--- src/hdl/assert_macros.svh ---
// ----------------------------------------------------------------------------
// assert_macros.svh
// Concurrent assertion helpers; empty bodies when SYNTH is defined.
// ----------------------------------------------------------------------------
`ifndef ASSERT_MACROS_SVH
`define ASSERT_MACROS_SVH

`ifndef SYNTH
// property checked on every rising clk_i edge, off during reset
`define ASSERT_CLK(lbl, prop, msg) \
  lbl: assert property (@(posedge clk_i) disable iff (!rst_ni) (prop)) else $error(msg);
// antecedent in a cycle implies consequent in the next
`define ASSERT_NEXT(lbl, ante, cons, msg) \
  lbl: assert property (@(posedge clk_i) disable iff (!rst_ni) (ante) |=> (cons)) \
    else $error(msg);
`else
`define ASSERT_CLK(lbl, prop, msg)
`define ASSERT_NEXT(lbl, ante, cons, msg)
`endif

`endif

--- src/hdl/kmst_pkg.sv ---
// ----------------------------------------------------------------------------
// kmst_pkg
// Key codes, entry places and keypad decode for the m:ss timer.
// ----------------------------------------------------------------------------
`timescale 1ns / 1ps

package kmst_pkg;

  localparam logic [3:0] KEY_9    = 4'd9;
  localparam logic [3:0] KEY_A    = 4'd10;
  localparam logic [3:0] KEY_B    = 4'd11;
  localparam logic [3:0] KEY_C    = 4'd12;
  localparam logic [3:0] KEY_D    = 4'd13;
  localparam logic [3:0] KEY_NONE = 4'd14;

  localparam logic [1:0] PLACE_MIN  = 2'd0;
  localparam logic [1:0] PLACE_TENS = 2'd1;
  localparam logic [1:0] PLACE_ONES = 2'd2;

  localparam logic [3:0] ONES_MAX = 4'd9;
  localparam logic [2:0] TENS_MAX = 3'd5;
  localparam logic [3:0] MIN_MAX  = 4'd9;
  localparam logic [3:0] TENS_LIM = 4'd6;

  // row 0: 1 2 3 A / row 1: 4 5 6 B / row 2: 7 8 9 C / row 3: * 0 # D
  function automatic logic [3:0] key_decode(input logic [1:0] row, input logic [1:0] col);
    logic [3:0] k;
    k = KEY_NONE;
    case (row)
      2'd0: k = (col == 2'd3) ? KEY_A : 4'({2'b00, col} + 4'd1);
      2'd1: k = (col == 2'd3) ? KEY_B : 4'({2'b00, col} + 4'd4);
      2'd2: k = (col == 2'd3) ? KEY_C : 4'({2'b00, col} + 4'd7);
      default: begin
        case (col)
          2'd1:    k = 4'd0;
          2'd3:    k = KEY_D;
          default: k = KEY_NONE;
        endcase
      end
    endcase
    return k;
  endfunction

  function automatic logic [9:0] total_seconds(input logic [3:0] m, input logic [2:0] t,
                                               input logic [3:0] o);
    return 10'({6'd0, m} * 10'd60) + 10'({7'd0, t} * 10'd10) + {6'd0, o};
  endfunction

endpackage

--- src/hdl/keypad_minute_second_timer.sv ---
// ----------------------------------------------------------------------------
// keypad_minute_second_timer
// m:ss timer driven by keypad and one-second tick requests.
// ----------------------------------------------------------------------------
// channel  | dir | tdata                                      | tuser
// s_axis   | in  | [1:0] key_row, [3:2] key_col, [7:4] zero   | [0] action
// m_axis   | out | [3:0] minute, [6:4] tens, [10:7] ones,     | -
//          |     | [11] running, [12] entering, [13] alarm    |
// cfg      | in  | cfg_wdata_i = count_down, written on cfg_we_i
//
// Input register, then decode and digit update into the state and result
// registers. One request per cycle sustained while the output is not stalled.
// A stalled result holds the input register; a new request is still taken
// while the result register drains in the same cycle.
// Reset clears all control and timer state; count_down resets to 1.
// ----------------------------------------------------------------------------
`timescale 1ns / 1ps
`include "assert_macros.svh"

module keypad_minute_second_timer
  import kmst_pkg::*;
(
  input  logic        clk_i,
  input  logic        rst_ni,
  input  logic        cfg_we_i,
  input  logic        cfg_wdata_i,
  input  logic        s_axis_tvalid,
  output logic        s_axis_tready,
  input  logic [7:0]  s_axis_tdata,   // [1:0] key_row, [3:2] key_col
  input  logic [0:0]  s_axis_tuser,   // [0] action
  output logic        m_axis_tvalid,
  input  logic        m_axis_tready,
  output logic [15:0] m_axis_tdata    // minute, tens, ones, running, entering, alarm
);

  logic       count_down_q;
  logic       in_valid_q;
  logic       in_tick_q;
  logic [1:0] in_row_q, in_col_q;
  logic       out_valid_q;
  logic [15:0] out_data_q;

  logic [3:0] minutes_q, minutes_d;
  logic [2:0] tens_q, tens_d;
  logic [3:0] ones_q, ones_d;
  logic [9:0] remain_q, remain_d;
  logic [1:0] place_q, place_d;
  logic       entering_q, entering_d;
  logic       running_q, running_d;
  logic       alarm_q, alarm_d;

  logic       advance;
  logic [3:0] key;
  logic       recompute;

  assign advance       = in_valid_q && (!out_valid_q || m_axis_tready);
  assign s_axis_tready = !in_valid_q || advance;
  assign m_axis_tvalid = out_valid_q;
  assign m_axis_tdata  = out_data_q;
  assign key           = key_decode(in_row_q, in_col_q);

  always_comb begin
    minutes_d  = minutes_q;
    tens_d     = tens_q;
    ones_d     = ones_q;
    remain_d   = remain_q;
    place_d    = place_q;
    entering_d = entering_q;
    running_d  = running_q;
    alarm_d    = alarm_q;
    recompute  = 1'b0;
    if (in_tick_q) begin
      if (running_q) begin
        if (remain_q != '0) begin
          remain_d = remain_q - 10'd1;
          if (count_down_q) begin
            if (ones_q != '0) begin
              ones_d = ones_q - 4'd1;
            end else if (tens_q != '0) begin
              ones_d = ONES_MAX;
              tens_d = tens_q - 3'd1;
            end else begin
              minutes_d = (minutes_q == '0) ? MIN_MAX : minutes_q - 4'd1;
              tens_d    = TENS_MAX;
              ones_d    = ONES_MAX;
            end
          end else begin
            if (ones_q < ONES_MAX) begin
              ones_d = ones_q + 4'd1;
            end else if (tens_q < TENS_MAX) begin
              ones_d = '0;
              tens_d = tens_q + 3'd1;
            end else begin
              ones_d    = '0;
              tens_d    = '0;
              minutes_d = (minutes_q >= MIN_MAX) ? '0 : minutes_q + 4'd1;
            end
          end
        end else begin
          alarm_d = 1'b1;
        end
      end
    end else if (key <= KEY_9) begin
      if (entering_q) begin
        case (place_q)
          PLACE_TENS: begin
            if (key < TENS_LIM) begin
              tens_d    = key[2:0];
              place_d   = PLACE_ONES;
              recompute = 1'b1;
            end
          end
          PLACE_ONES: begin
            ones_d    = key;
            place_d   = PLACE_MIN;
            recompute = 1'b1;
          end
          default: begin
            minutes_d = key;
            place_d   = PLACE_TENS;
            recompute = 1'b1;
          end
        endcase
      end
    end else begin
      case (key)
        KEY_A: begin
          entering_d = 1'b0;
          running_d  = 1'b1;
        end
        KEY_B: running_d = 1'b0;
        KEY_D: begin
          minutes_d  = '0;
          tens_d     = '0;
          ones_d     = '0;
          remain_d   = '0;
          place_d    = PLACE_MIN;
          entering_d = 1'b1;
          running_d  = 1'b0;
          alarm_d    = 1'b0;
        end
        default: ;
      endcase
    end
    if (recompute) begin
      remain_d = total_seconds(minutes_d, tens_d, ones_d);
    end
  end

  always_ff @(posedge clk_i or negedge rst_ni) begin
    if (!rst_ni) begin
      count_down_q <= 1'b1;
    end else if (cfg_we_i) begin
      count_down_q <= cfg_wdata_i;
    end
  end

  always_ff @(posedge clk_i or negedge rst_ni) begin
    if (!rst_ni) begin
      in_valid_q <= 1'b0;
    end else if (s_axis_tready) begin
      in_valid_q <= s_axis_tvalid;
    end
  end

  always_ff @(posedge clk_i) begin
    if (s_axis_tready && s_axis_tvalid) begin
      in_tick_q <= s_axis_tuser[0];
      in_row_q  <= s_axis_tdata[1:0];
      in_col_q  <= s_axis_tdata[3:2];
    end
  end

  always_ff @(posedge clk_i or negedge rst_ni) begin
    if (!rst_ni) begin
      minutes_q   <= '0;
      tens_q      <= '0;
      ones_q      <= '0;
      remain_q    <= '0;
      place_q     <= PLACE_MIN;
      entering_q  <= 1'b0;
      running_q   <= 1'b0;
      alarm_q     <= 1'b0;
      out_valid_q <= 1'b0;
    end else begin
      if (advance) begin
        minutes_q  <= minutes_d;
        tens_q     <= tens_d;
        ones_q     <= ones_d;
        remain_q   <= remain_d;
        place_q    <= place_d;
        entering_q <= entering_d;
        running_q  <= running_d;
        alarm_q    <= alarm_d;
      end
      if (advance) begin
        out_valid_q <= 1'b1;
      end else if (m_axis_tready) begin
        out_valid_q <= 1'b0;
      end
    end
  end

  always_ff @(posedge clk_i) begin
    if (advance) begin
      out_data_q <= {2'b00, alarm_d, entering_d, running_d, ones_d, tens_d, minutes_d};
    end
  end

  `ASSERT_CLK(a_digits_range, (tens_q <= TENS_MAX) && (ones_q <= ONES_MAX) && (minutes_q <= MIN_MAX), "digit out of range")
  `ASSERT_CLK(a_mode_excl, !(entering_q && running_q), "entering and running together")
  `ASSERT_CLK(a_alarm_src, $rose(alarm_q) |-> $past(advance && in_tick_q && running_q), "alarm without running tick")
  `ASSERT_CLK(a_out_src, $rose(out_valid_q) |-> $past(advance), "result without request")
  `ASSERT_NEXT(a_hold, in_valid_q && !advance, in_valid_q && $stable(key), "request lost under stall")

endmodule

--- config.mk ---
export PLATFORM = sky130hd
export DESIGN_NAME = keypad_minute_second_timer
export DESIGN_NICKNAME = d
export VERILOG_FILES = /design/src/hdl/kmst_pkg.sv /design/src/hdl/keypad_minute_second_timer.sv
export VERILOG_INCLUDE_DIRS = /design/src /design/src/hdl
export SDC_FILE = /design/constraint.sdc
export NUM_CORES = 1
export LEC_CHECK = 0
export ABC_AREA = 1
export BUFFER_PORTS_ARGS = -buffer_cell sky130_fd_sc_hd__buf_4
export CAP_MARGIN = 25
export CORE_UTILIZATION = 40
export DETAILED_ROUTE_END_ITERATION = 7
export SYNTH_ARGS = -nofsm -noshare
export SYNTH_HDL_FRONTEND = slang
export SYNTH_SLANG_ARGS = --single-unit
--- constraint.sdc ---
create_clock -name clk_i -period 4.62 [get_ports clk_i]
set_input_delay 0 -clock clk_i [delete_from_list [all_inputs] [get_ports clk_i]]
set_output_delay 0 -clock clk_i [all_outputs]
set_load 0.01 [all_outputs]
== Word level (Yosys, flattened, before mapping) ==
Index checks and enable logic that the tools add are counted.
Cells by class
  add/subtract/negate cells: 12
  multiply operators: 2
  divide/modulo/power cells: 0
  order comparisons: 5
  equal/unequal tests: 14
  shift-type cells: 0
  muxes and demuxes: 71
  bitwise gates (word level): 1
  reduce and logical (&&, ||, !) cells: 18
Operators by type and width (count)
  $mux W4: 27
  $mux W10: 6
  $mux W3: 13
  $mux W1: 16
  $eq A4 B4 Y1 const B: 3
  $pmux W4 S3: 1
  $add A10 B4 Y10: 1
  $add A10 B7 Y10: 1
  $reduce_and A5 Y1: 2
  $reduce_bool A10 Y1: 1
  $sub A10 B1 Y10 const B: 1
  $add A2 B3 Y4 const B: 2
  $add A4 B1 Y4 const B: 2
  $mul A4 B4 Y8 const B: 1
  $mux W2: 4
  $pmux W4 S2: 1
  $sub A4 B1 Y4 const B: 2
  $eq A2 B1 Y1 const B: 3
  $eq A2 B2 Y1 const B: 3
  $mul A3 B3 Y6 const B: 1
  $ne A3 B1 Y1 const B: 2
  $ne A3 B3 Y1 const B: 2
  $reduce_bool A3 Y1: 2
  $ge A4 B4 Y1 const B: 1
  19 further kinds: 25
Storage, ports and cells
  register bits after elaboration: 48
  latch bits: 0
  bits in writable memories: 0
  memory bits (read-only): 0
  input bits: 15
  output and inout port bits: 18
  word-level logic and storage cells: 138
  memories: 0

== Depth between registers and ports, before layout ==
Gate-level depths: netlist (run 1).
  depth after elaboration: 13
  gate-level depth with buffers: 35

== Worst setup path before layout (run 1) ==
OpenSTA, ideal clock, no wires.
  kind: reg-to-reg
  start: register in_col_q[0]
  end: register remain_q[8]
  library setup time: 65 ps
  arrival: 4783 ps
  required time: 4555 ps
  slack: -228 ps
  stages on the path, launching flop included: 30
  clock period less this slack: 4848 ps
  cells stage by stage: edfxtp_1 inv_1 ha_1 nand2_1 nand3_2 nor2_4 nand3_4 nand2_2 o21ai_1 inv_1 nand2_1 nand2_1 inv_1 fa_1 fa_1 fa_1 xnor2_1 ha_1 ha_1 nand2_1 or2_2 nand2_1 nor2_1 inv_1 nand2_1 nand2_1 nand3_1 nand2_1 nand2_1 nand2_1
On the way
  elaborated cells on any way between the ends: 44
  classes of those cells: add/sub (5); mul (2); order compare (2); eq/ne (6); mux (27); reduce/logical (2)
RTL lines
  start, declared: line keypad_minute_second_timer.sv:39  | logic [1:0] in_row_q, in_col_q;
  start signal, assigned: line keypad_minute_second_timer.sv:170  | in_col_q <= s_axis_tdata[3:2];
  $add A2 B3 Y4, or another cell as far along: line kmst_pkg.sv:32  | 2'd2: k = (col == 2'd3) ? KEY_C : 4'({2'b00, col} + 4'd7);
  $mux W4, or another cell as far along: line kmst_pkg.sv:32
  $pmux W4 S3 (*): line kmst_pkg.sv:29  | case (row)
  parallel branches: the longest is 2 deep, another holds $le A4 B4 Y1
  $mux W4 (*): line keypad_minute_second_timer.sv:103  | end else if (key <= KEY_9) begin
  $mux W4 (*): line keypad_minute_second_timer.sv:72  | if (in_tick_q) begin
  via minutes_d[2]: line keypad_minute_second_timer.sv:43  | logic [3:0] minutes_q, minutes_d;
  $mul A4 B4 Y8 (*): line kmst_pkg.sv:46  | return 10'({6'd0, m} * 10'd60) + 10'({7'd0, t} * 10'd10) + {6'd0, o};
  $add A10 B7 Y10 (*): line kmst_pkg.sv:46
  $add A10 B4 Y10 (*): line kmst_pkg.sv:46
  $mux W10 (*): line keypad_minute_second_timer.sv:145  | if (recompute) begin
  end signal, assigned: line keypad_minute_second_timer.sv:190  | remain_q <= remain_d;
  end, declared: line keypad_minute_second_timer.sv:46  | logic [9:0] remain_q, remain_d;
Mark *: on every way through the listed nets, which the timed path passes.
A chain may end at the register's enable or synchronous reset.

== Worst setup path in the final report (run 1) ==
  start: register in_col_q[0]
  end: register remain_q[9]
The elaborated chain is that of the path after synthesis.

==> flow_metrics.tcl, run 1 <==
set metrics [dict create \
    num-fill-cells 1066 \
    grt_pass1_vias 4120 \
    finalWeightedCongestion 0.9584 \
    crit_fanout 5 \
    nets 815 \
    setup_viol 4 \
    cpPeakStageDelay_ns 0.57 \
    hold_path_class "input port to async pin" \
    rsz0062_at_grt "true" \
    drive_gt1_share_pct 23.77 \
    cts-buffers-inserted 5 \
    h-tree-depth 2 \
    wire_per_inst_um 13.41 \
    insertion_delay_ns 0.32 \
    cts_sinks 48 \
    crit_path_end_kind "flop" \
    tns_ns -0.6648 \
    finalCritPeriodShare_pct 104.9 \
    ioPinCount 33 \
    start_kind "flop" \
    drt_iter0_drc 239 \
    port_buffers 26 \
    crit_top_cell "nand2_1" \
    seqCellArea_mm2 0.001297 \
    cts.clk_slew.worst_paths_ns 0.11 \
    skew_ns 0.01711 \
    async_flop_share_pct 60.42 \
    grt_pass1_wl_mm 19.49 \
    reg2regPathDepth 31 \
    max_freq_ghz 0.2063 \
    yosys_warnings 0 \
    die_area_mm2 0.01167 \
    finalCriticalPeriod_ns 4.848 \
    worstMarginPinSlew_ns 0.5961 \
    synth_largest_area_cell "nand2_1" \
    grt_max_degree 34 \
    pre_cts_slack_ns -0.2153 \
    die_w_um 108.0 \
    vias 4452 \
    whs_ns 0.1387 \
    firstDrtPassIters 5 \
    die_h_um 108.0 \
    status "complete, but fails checks" \
    maxSlewHeadroom_pct 60.17 \
    num_antenna_cells 0 \
    postSynthCellCount 646 \
    cp.required_ns 4.83 \
    synth_seq_cells 48 \
    cts_tree "yes" \
    finalWirelength_mm 11.98 \
    cp_slowest_cell "fa_1" \
    cts_buffer_depth 2 \
    route.antenna.remaining_nets 0 \
    final-max-slew-violation-count 0 \
    drv_cap 0 \
    antenna_found_initial 0 \
    drc_errors 0 \
    via_per_inst 4.985 \
    synth_edf_count 19 \
    violations "setup timing" \
    rows 38 \
    finalHoldViolCount 0 \
    arrival_ns 5.06 \
    ys.flop_type "dfrtp_1" \
    yosysUniqueCellTypes 39 \
    ys_top_cells_by_area "nand2_1 18%, dfrtp_1 16%, edfxtp_1 13%" \
    seq_area_frac_synth_pct 28.86 \
    track_usage_pct 21.21 \
    yosysMostFrequentCell "nand2_1" \
    multiInputGateArea_mm2 0.003040 \
    dpl.hpwl_mm 9.147 \
    syn_avg_cell_area_um2 6.959 \
    grt_overflow 0 \
    synth.cells.most_frequent "212 x nand2_1, 84 x inv_1, 63 x nand3_1" \
    core_mm2 0.01089 \
    syn_area_mm2 0.004496 \
    cts-root-buf "clkbuf_8" \
    start_util_pct 41.29 \
    synth_top_area_share_pct 17.70 \
    critPathKind "flop to flop" \
    area_growth_pct 29.36 \
    layout_setup_ws_ns -0.2280 \
]
-- worst max-delay path: cells and delay by family, from the launching register on --
| family | cells | cell delay [ns] |
|---|---|---|
| adders and majority gates | 6 | 2.29 |
| and+or+nand+nor | 20 | 1.45 |
| DFF | 1 | 0.53 |
| buffers and inverters | 3 | 0.28 |
| xor gates and xnor gates | 1 | 0.14 |
| AOI/OAI and AO/OA | 1 | 0.05 |
-- what timing repair did --
action	4_1_cts	5_1_grt
hold endpoints to repair	37	0
endpoints found under the setup margin	4	5
buffers inserted	2	6
resized for setup	15	27
hold buffers	11	0
pin swaps	20	30
-- registers in the layout, summed over array words and instances, names as in the netlist --
name,count
entering_q,1
ones_q,4
place_q,2
m_axis_tdata,14
count_down_q,1
running_q,1
in_col_q,2
remain_q,10
in_row_q,2
in_valid_q,1
minutes_q,4
alarm_q,1
m_axis_tvalid,1
tens_q,3
in_tick_q,1
-- logic make-up (layout without fill, tap and decap cells) --
| kind of cell | after synthesis | in the layout | synth area share [%] |
|---|---|---|---|
| flops | 48 | 48 | 28.86 |
| other cells | 1 | 2 | 0.08342 |
| compound gates | 77 | 77 | 9.296 |
| xor+xnor | 14 | 14 | 2.728 |
| buf+inv | 99 | 205 | 8.544 |
| fa+ha+maj | 48 | 48 | 14.70 |
| simple gates | 359 | 359 | 35.79 |
-- metrics by stage --
step	area [um2]	util, %	instances
after CTS	5673	52.10	887
after global placement	5388	49.48	866
final	5816	53.41	893
after floorplan	4583	-	647
after detailed placement	5388	49.48	866
after global routing	5816	53.41	893
-- cell usage in the layout, fill, tap and decap left out, drive strengths merged, types with 8 or more instances in the layout --
| cell | count |
|---|---|
| inv | 84 |
| nand4 | 9 |
| edfxtp | 19 |
| buf | 100 |
| ha | 40 |
| nand3 | 70 |
| a21oi | 24 |
| dlygate4sd3 | 11 |
| fa | 8 |
| nor2 | 49 |
| xor2 | 9 |
| nand2 | 217 |
| dfrtp | 28 |
| o21ai | 45 |
-- final timing paths --
check	startpoint	slack, ns	to
max in group asynchronous	rst_ni	4.15	remain_q[9]$_DFFE_PN0P_
setup reg to reg	in_col_q[0]$_DFFE_PP_	-0.23	remain_q[9]$_DFFE_PN0P_
min in group clk_i	s_axis_tuser	0.40	in_tick_q$_DFFE_PP_
hold / removal	rst_ni	0.14	ones_q[1]$_DFFE_PN0P_
setup / recovery	in_col_q[0]$_DFFE_PP_	-0.23	remain_q[9]$_DFFE_PN0P_
hold reg to reg	remain_q[0]$_DFFE_PN0P_	0.49	remain_q[0]$_DFFE_PN0P_
-- cell type report --
cell class,instances,share of cell area (%)
well taps,140,3.012
clock inverters,3,0.7315
flip-flops and latches,48,22.31
clock buffers,5,1.183
repair buffers,111,14.93
inverters,86,5.551
multi-input cells,500,52.28
-- per-layer routing --
layer,up-vias,routed length [um],GRT usage [%]
met2,112,5559,35.40
li1,2283,-,-
met1,2044,5709,29.30
met5,-,0,0
met3,13,551,2.652
met4,0,157,4.599
Power of run 1 is not shown: default switching activity piles up to over one toggle a cycle in this logic, so the estimate is an artifact.
==> inputs of run 2 (changes only) <==
--- a/config.mk
+++ b/config.mk
@@ -8,9 +8,11 @@
 export LEC_CHECK = 0
 export ABC_AREA = 1
 export BUFFER_PORTS_ARGS = -buffer_cell sky130_fd_sc_hd__buf_4
-export CAP_MARGIN = 25
+export CAP_MARGIN = 20
 export CORE_UTILIZATION = 40
+export CTS_CLUSTER_DIAMETER = 40
 export DETAILED_ROUTE_END_ITERATION = 7
+export SETUP_SLACK_MARGIN = 0.2
 export SYNTH_ARGS = -nofsm -noshare
 export SYNTH_HDL_FRONTEND = slang
 export SYNTH_SLANG_ARGS = --single-unit
==> run 2 against run 1 <==
The flow still finishes with violations (setup timing). Die area is the same. Cell area fell by 0.28%. Sequential share of layout area rose by 0.063 points. Critical path depth decreased by 3. Setup slack better by 0.095 ns. Count of clock-buffer cells in the layout up 2. Fmax is 2.0% higher. Global-route usage increased by 0.88 points. Hold slack gained 0.0078 ns. Via count decreased by 0.20%. Clock skew shrank 0.0042 ns. Non-clock buffer count rose by 8. Critical endpoint is now remain_q[8]$_DFFE_PN0P_. Largest cell class unchanged.
==> flow_metrics.tcl, run 2 (synthesis gave the netlist of run 1 again) <==
set metrics [dict create \
    start_util_pct 41.29 \
    wire_per_inst_um 13.19 \
    max_freq_ghz 0.2104 \
    fin_area_mm2 0.005799 \
    skew_ns 0.01294 \
    finalCritPeriodShare_pct 102.9 \
    cts_buffer_depth 2 \
    rows 38 \
    r2r_start "in_col_q[0]$_DFFE_PP_" \
    status "complete, but fails checks" \
    final-max-slew-violation-count 0 \
    core_mm2 0.01089 \
    hold_path_class "input port to async pin" \
    dpl.hpwl_mm 9.238 \
    area_growth_pct 29.00 \
    firstDrtPassIters 4 \
    final_cell_mix "206 x nand2_1, 108 x buf_4, 79 x inv_1" \
    fin_cells 901 \
    vias 4443 \
    pre_cts_slack_ns -0.2373 \
    reg2regPathDepth 28 \
    critPathCapture "remain_q[8]$_DFFE_PN0P_" \
    insertion_delay_ns 0.32 \
    worstMarginPinSlew_ns 0.5942 \
    ioPinCount 33 \
    maxSlewHeadroom_pct 60.29 \
    num-fill-cells 1040 \
    r2r-end "remain_q[8]$_DFFE_PN0P_" \
    finalWeightedCongestion 0.9195 \
    crit_top_cell "nand2_1" \
    layout_setup_ws_ns -0.1330 \
    h-tree-depth 2 \
    crit_path_end_kind "flop" \
    cp.required_ns 4.89 \
    setup_viol 3 \
    die_area_mm2 0.01167 \
    cts_tree "yes" \
    critPathKind "flop to flop" \
    num_antenna_cells 0 \
    crit_fanout 5 \
    cpPeakStageDelay_ns 0.60 \
    arrival_ns 5.02 \
    mostFrequentLayoutCell "nand2_1" \
    cp_slowest_cell "fa_2" \
    finalCriticalPeriod_ns 4.753 \
    grt_overflow 0 \
    start_kind "flop" \
    cts_sinks 48 \
    drc_errors 0 \
    die_w_um 108.0 \
    cts.clk_slew.worst_paths_ns 0.10 \
    finalHoldViolCount 0 \
    antenna_found_initial 0 \
    drv_cap 0 \
    cts-root-buf "clkbuf_8" \
    nets 823 \
    cts-buffers-inserted 5 \
    die_h_um 108.0 \
    track_usage_pct 22.09 \
    grt_max_degree 33 \
    regToRegSetupSlack_ns -0.13 \
    violations "setup timing" \
    grt_pass1_wl_mm 20.18 \
    finalWirelength_mm 11.88 \
    port_buffers 26 \
    drt_iter0_drc 191 \
    placed_cells 871 \
    route.antenna.remaining_nets 0 \
    via_per_inst 4.931 \
    largest_reg_flops 14 \
    grt_pass1_vias 4269 \
    place_area_mm2 0.005425 \
    crit_start "in_col_q[0]$_DFFE_PP_" \
    drive_gt1_share_pct 22.86 \
    rsz0062_at_grt "true" \
]
==> run 2: cell types whose count changed in the layout (fill, tap and decap cells not counted), moves of 2 or more <==
cell / before / now
inv_1: 77 / 79
nand2_2: 12 / 9
buf_6: 2 / 0
nand2_1: 201 / 206
inv_2: 7 / 5
nor2_4: 6 / 8
buf_4: 98 / 108
nand2_4: 4 / 2
nor2_2: 6 / 3
==> run 2: stage by stage <==
| stage | utilization (%) | hold slack [ns] | setup TNS (ns) |
|---|---|---|---|
| global placement | 49.83 | -0.03315 | -0.4084 |
| global route | 53.26 | 0.1647 | -1.561 |
| detailed placement | 49.83 | -0.03241 | -0.6494 |
| floorplan | - | -0.2956 | -0.06821 |
| finish | 53.26 | 0.1466 | -0.3462 |
| CTS | 52.54 | 0.1506 | -0.3243 |
==> run 2: cell type report <==
class | instances | area, um2 | area share [%]
timing repair buffer | 119 | 920.9 | 15.88
tap | 140 | 175.2 | 3.020
sequential | 48 | 1297 | 22.37
multi-input combinational | 500 | 2989 | 51.54
clock buffer | 7 | 86.33 | 1.489
inverter | 86 | 322.8 | 5.566
clock inverter | 1 | 7.507 | 0.1294
==> run 2: worst min path at each step <==
| stage | from | endpoint |
|---|---|---|
| after CTS | rst_ni | remain_q[5]$_DFFE_PN0P_ |
| after floorplan | rst_ni | alarm_q$_DFFE_PN0P_ |
| after detailed placement | rst_ni | remain_q[5]$_DFFE_PN0P_ |
| after global placement | rst_ni | remain_q[4]$_DFFE_PN0P_ |
| after global routing | rst_ni | remain_q[5]$_DFFE_PN0P_ |
| final | rst_ni | remain_q[5]$_DFFE_PN0P_ |
==> run 2: metal layers <==
layer  vias up  wire, um  global-route usage, %
li1       2303         -                      -
met1      2019      5574                  29.63
met2       106      5477                  36.21
met3        15       580                  3.134
met4         0       250                  7.828
met5         -         0                      0
==> run 2: critical path: cells and delay by family, from the launching register on <==
family / cells / cell delay, ns
flip-flops: 1 / 0.51
buffers and inverters: 3 / 0.25
XOR/XNOR: 1 / 0.14
adder cells (fa/ha/maj): 6 / 2.22
AND/OR/NAND/NOR: 18 / 1.61
==> run 2: repair_timing <==
action                                  4_1_cts  5_1_grt
resized for setup                             7       17
buffers inserted                              8        3
hold buffers                                 11        0
endpoints found under the setup margin        5        5
pin swaps                                     6        7
endpoints found under the hold margin        37        0
Power of run 2 is left out for the same reason.
==> inputs of run 3 (changes only) <==
--- a/config.mk
+++ b/config.mk
@@ -10,6 +10,7 @@
 export BUFFER_PORTS_ARGS = -buffer_cell sky130_fd_sc_hd__buf_4
 export CAP_MARGIN = 20
 export CORE_UTILIZATION = 40
+export CTS_BUF_LIST = sky130_fd_sc_hd__clkbuf_2 sky130_fd_sc_hd__clkbuf_4 sky130_fd_sc_hd__clkbuf_8
 export CTS_CLUSTER_DIAMETER = 40
 export DETAILED_ROUTE_END_ITERATION = 7
 export SETUP_SLACK_MARGIN = 0.2
==> run 3 against run 2 <==
The flow still finishes with violations (setup timing). Sequential share of layout area fell by 0.25 points. Hold slack is essentially flat. Flip-flop and latch count unchanged. Critical endpoint is now remain_q[9]$_DFFE_PN0P_. Non-clock buffer count increased by 2. Fmax is essentially flat. Via count down 0.20%. Routed wire length is 0.23% higher. Global-route usage barely moved. Clock skew fell by 0.0028 ns. Register-to-register slack about the same. Highest routed layer unchanged. Utilization grew 0.60 points.
==> flow_metrics.tcl, run 3 (synthesis gave the netlist of run 1 again) <==
set metrics [dict create \
    ioPinCount 33 \
    dpl.hpwl_mm 9.238 \
    num_antenna_cells 0 \
    maxSlewHeadroom_pct 61.62 \
    cp.required_ns 4.84 \
    max_freq_ghz 0.2104 \
    core_mm2 0.01089 \
    worstMarginPinSlew_ns 0.5744 \
    mostFrequentLayoutCell "nand2_1" \
    place_area_mm2 0.005425 \
    rows 38 \
    cts-buffers-inserted 5 \
    grt_pass1_vias 4278 \
    cp_slowest_cell "fa_2" \
    die_area_mm2 0.01167 \
    fin_area_mm2 0.005864 \
    die_w_um 108.0 \
    grt_overflow 0 \
    finalWeightedCongestion 0.9195 \
    critPathKind "flop to flop" \
    violations "setup timing" \
    final_cell_mix "202 x nand2_1, 109 x buf_4, 78 x inv_1" \
    insertion_delay_ns 0.32 \
    start_kind "flop" \
    arrival_ns 4.98 \
    via_per_inst 4.910 \
    rsz0062_at_grt "true" \
    drive_gt1_share_pct 24.12 \
    layout_setup_ws_ns -0.1331 \
    crit_fanout 5 \
    area_growth_pct 30.45 \
    fin_cells 903 \
    cpPeakStageDelay_ns 0.59 \
    route.antenna.remaining_nets 0 \
    finalCriticalPeriod_ns 4.753 \
    finalCritPeriodShare_pct 102.9 \
    h-tree-depth 2 \
    placed_cells 871 \
    port_buffers 26 \
    cts_buffer_depth 2 \
    start_util_pct 41.29 \
    critPathBufInv 2 \
    die_h_um 108.0 \
    finalWirelength_mm 11.91 \
    drt_iter0_drc 208 \
    firstDrtPassIters 4 \
    nets 825 \
    drc_errors 0 \
    vias 4434 \
    cts.clk_slew.worst_paths_ns 0.10 \
    skew_ns 0.01017 \
    grt_pass1_wl_mm 20.19 \
    wire_per_inst_um 13.19 \
    crit_top_cell "nand2_1" \
    cts_tree "yes" \
    track_usage_pct 22.11 \
    grt_max_degree 33 \
    hold_path_class "input port to async pin" \
    final-max-slew-violation-count 0 \
    finalHoldViolCount 0 \
    cp_top_family "adder cells" \
    setup_viol 3 \
    antenna_found_initial 0 \
    num-fill-cells 1024 \
    largest_reg_flops 14 \
    pre_cts_slack_ns -0.2373 \
    cts_sinks 48 \
    crit_path_end_kind "flop" \
    cts-root-buf "clkbuf_8" \
    drv_cap 0 \
    status "complete, but fails checks" \
]
[run 3: repair_timing]
action / 4_1_cts / 5_1_grt
resized for setup: 7 / 30
endpoints found under the setup margin: 5 / 5
hold endpoints to repair: 37 / 0
pin swaps: 6 / 22
setup buffers: 8 / 5
hold buffers: 11 / 0
[run 3: final cells by class]
class | count | area [um2] | share of cell area, %
clock buffers | 7 | 90.09 | 1.536
clock inverters | 1 | 7.507 | 0.1280
inverters | 86 | 322.8 | 5.505
multi-input cells | 500 | 3032 | 51.70
flip-flops and latches | 48 | 1297 | 22.12
well taps | 140 | 175.2 | 2.987
repair buffers | 121 | 939.7 | 16.02
[run 3: worst paths after layout]
check	slack (ns)	depth (start not counted)	end	start
setup reg to reg	-0.13	30	remain_q[9]$_DFFE_PN0P_	in_col_q[0]$_DFFE_PP_
setup / recovery	-0.13	30	remain_q[9]$_DFFE_PN0P_	in_col_q[0]$_DFFE_PP_
hold reg to reg	0.49	2	remain_q[0]$_DFFE_PN0P_	remain_q[0]$_DFFE_PN0P_
max in group asynchronous	4.13	2	count_down_q$_DFFE_PN1P_	rst_ni
min in group clk_i	0.40	2	in_row_q[1]$_DFFE_PP_	s_axis_tdata[1]
hold / removal	0.15	2	remain_q[5]$_DFFE_PN0P_	rst_ni
[run 3: stage by stage]
step	setup TNS, ns	hold slack (ns)	util, %
2_1_floorplan	-0.06821	-0.2956	-
3_3_place_gp	-0.4084	-0.03315	49.83
3_5_place_dp	-0.6494	-0.03241	49.83
4_1_cts	-0.3243	0.1506	52.57
5_1_grt	-1.561	0.1620	53.86
6_report	-0.3580	0.1462	53.86
[run 3: metal layers]
layer  vias to the layer above  wire [um]  track usage, %
met1                      2012       5587           29.47
met5                         -          0               0
li1                       2309          -               -
met4                         0        300           8.317
met2                        96       5484           36.21
met3                        17        538           3.195
Power of run 3 is left out for the same reason.
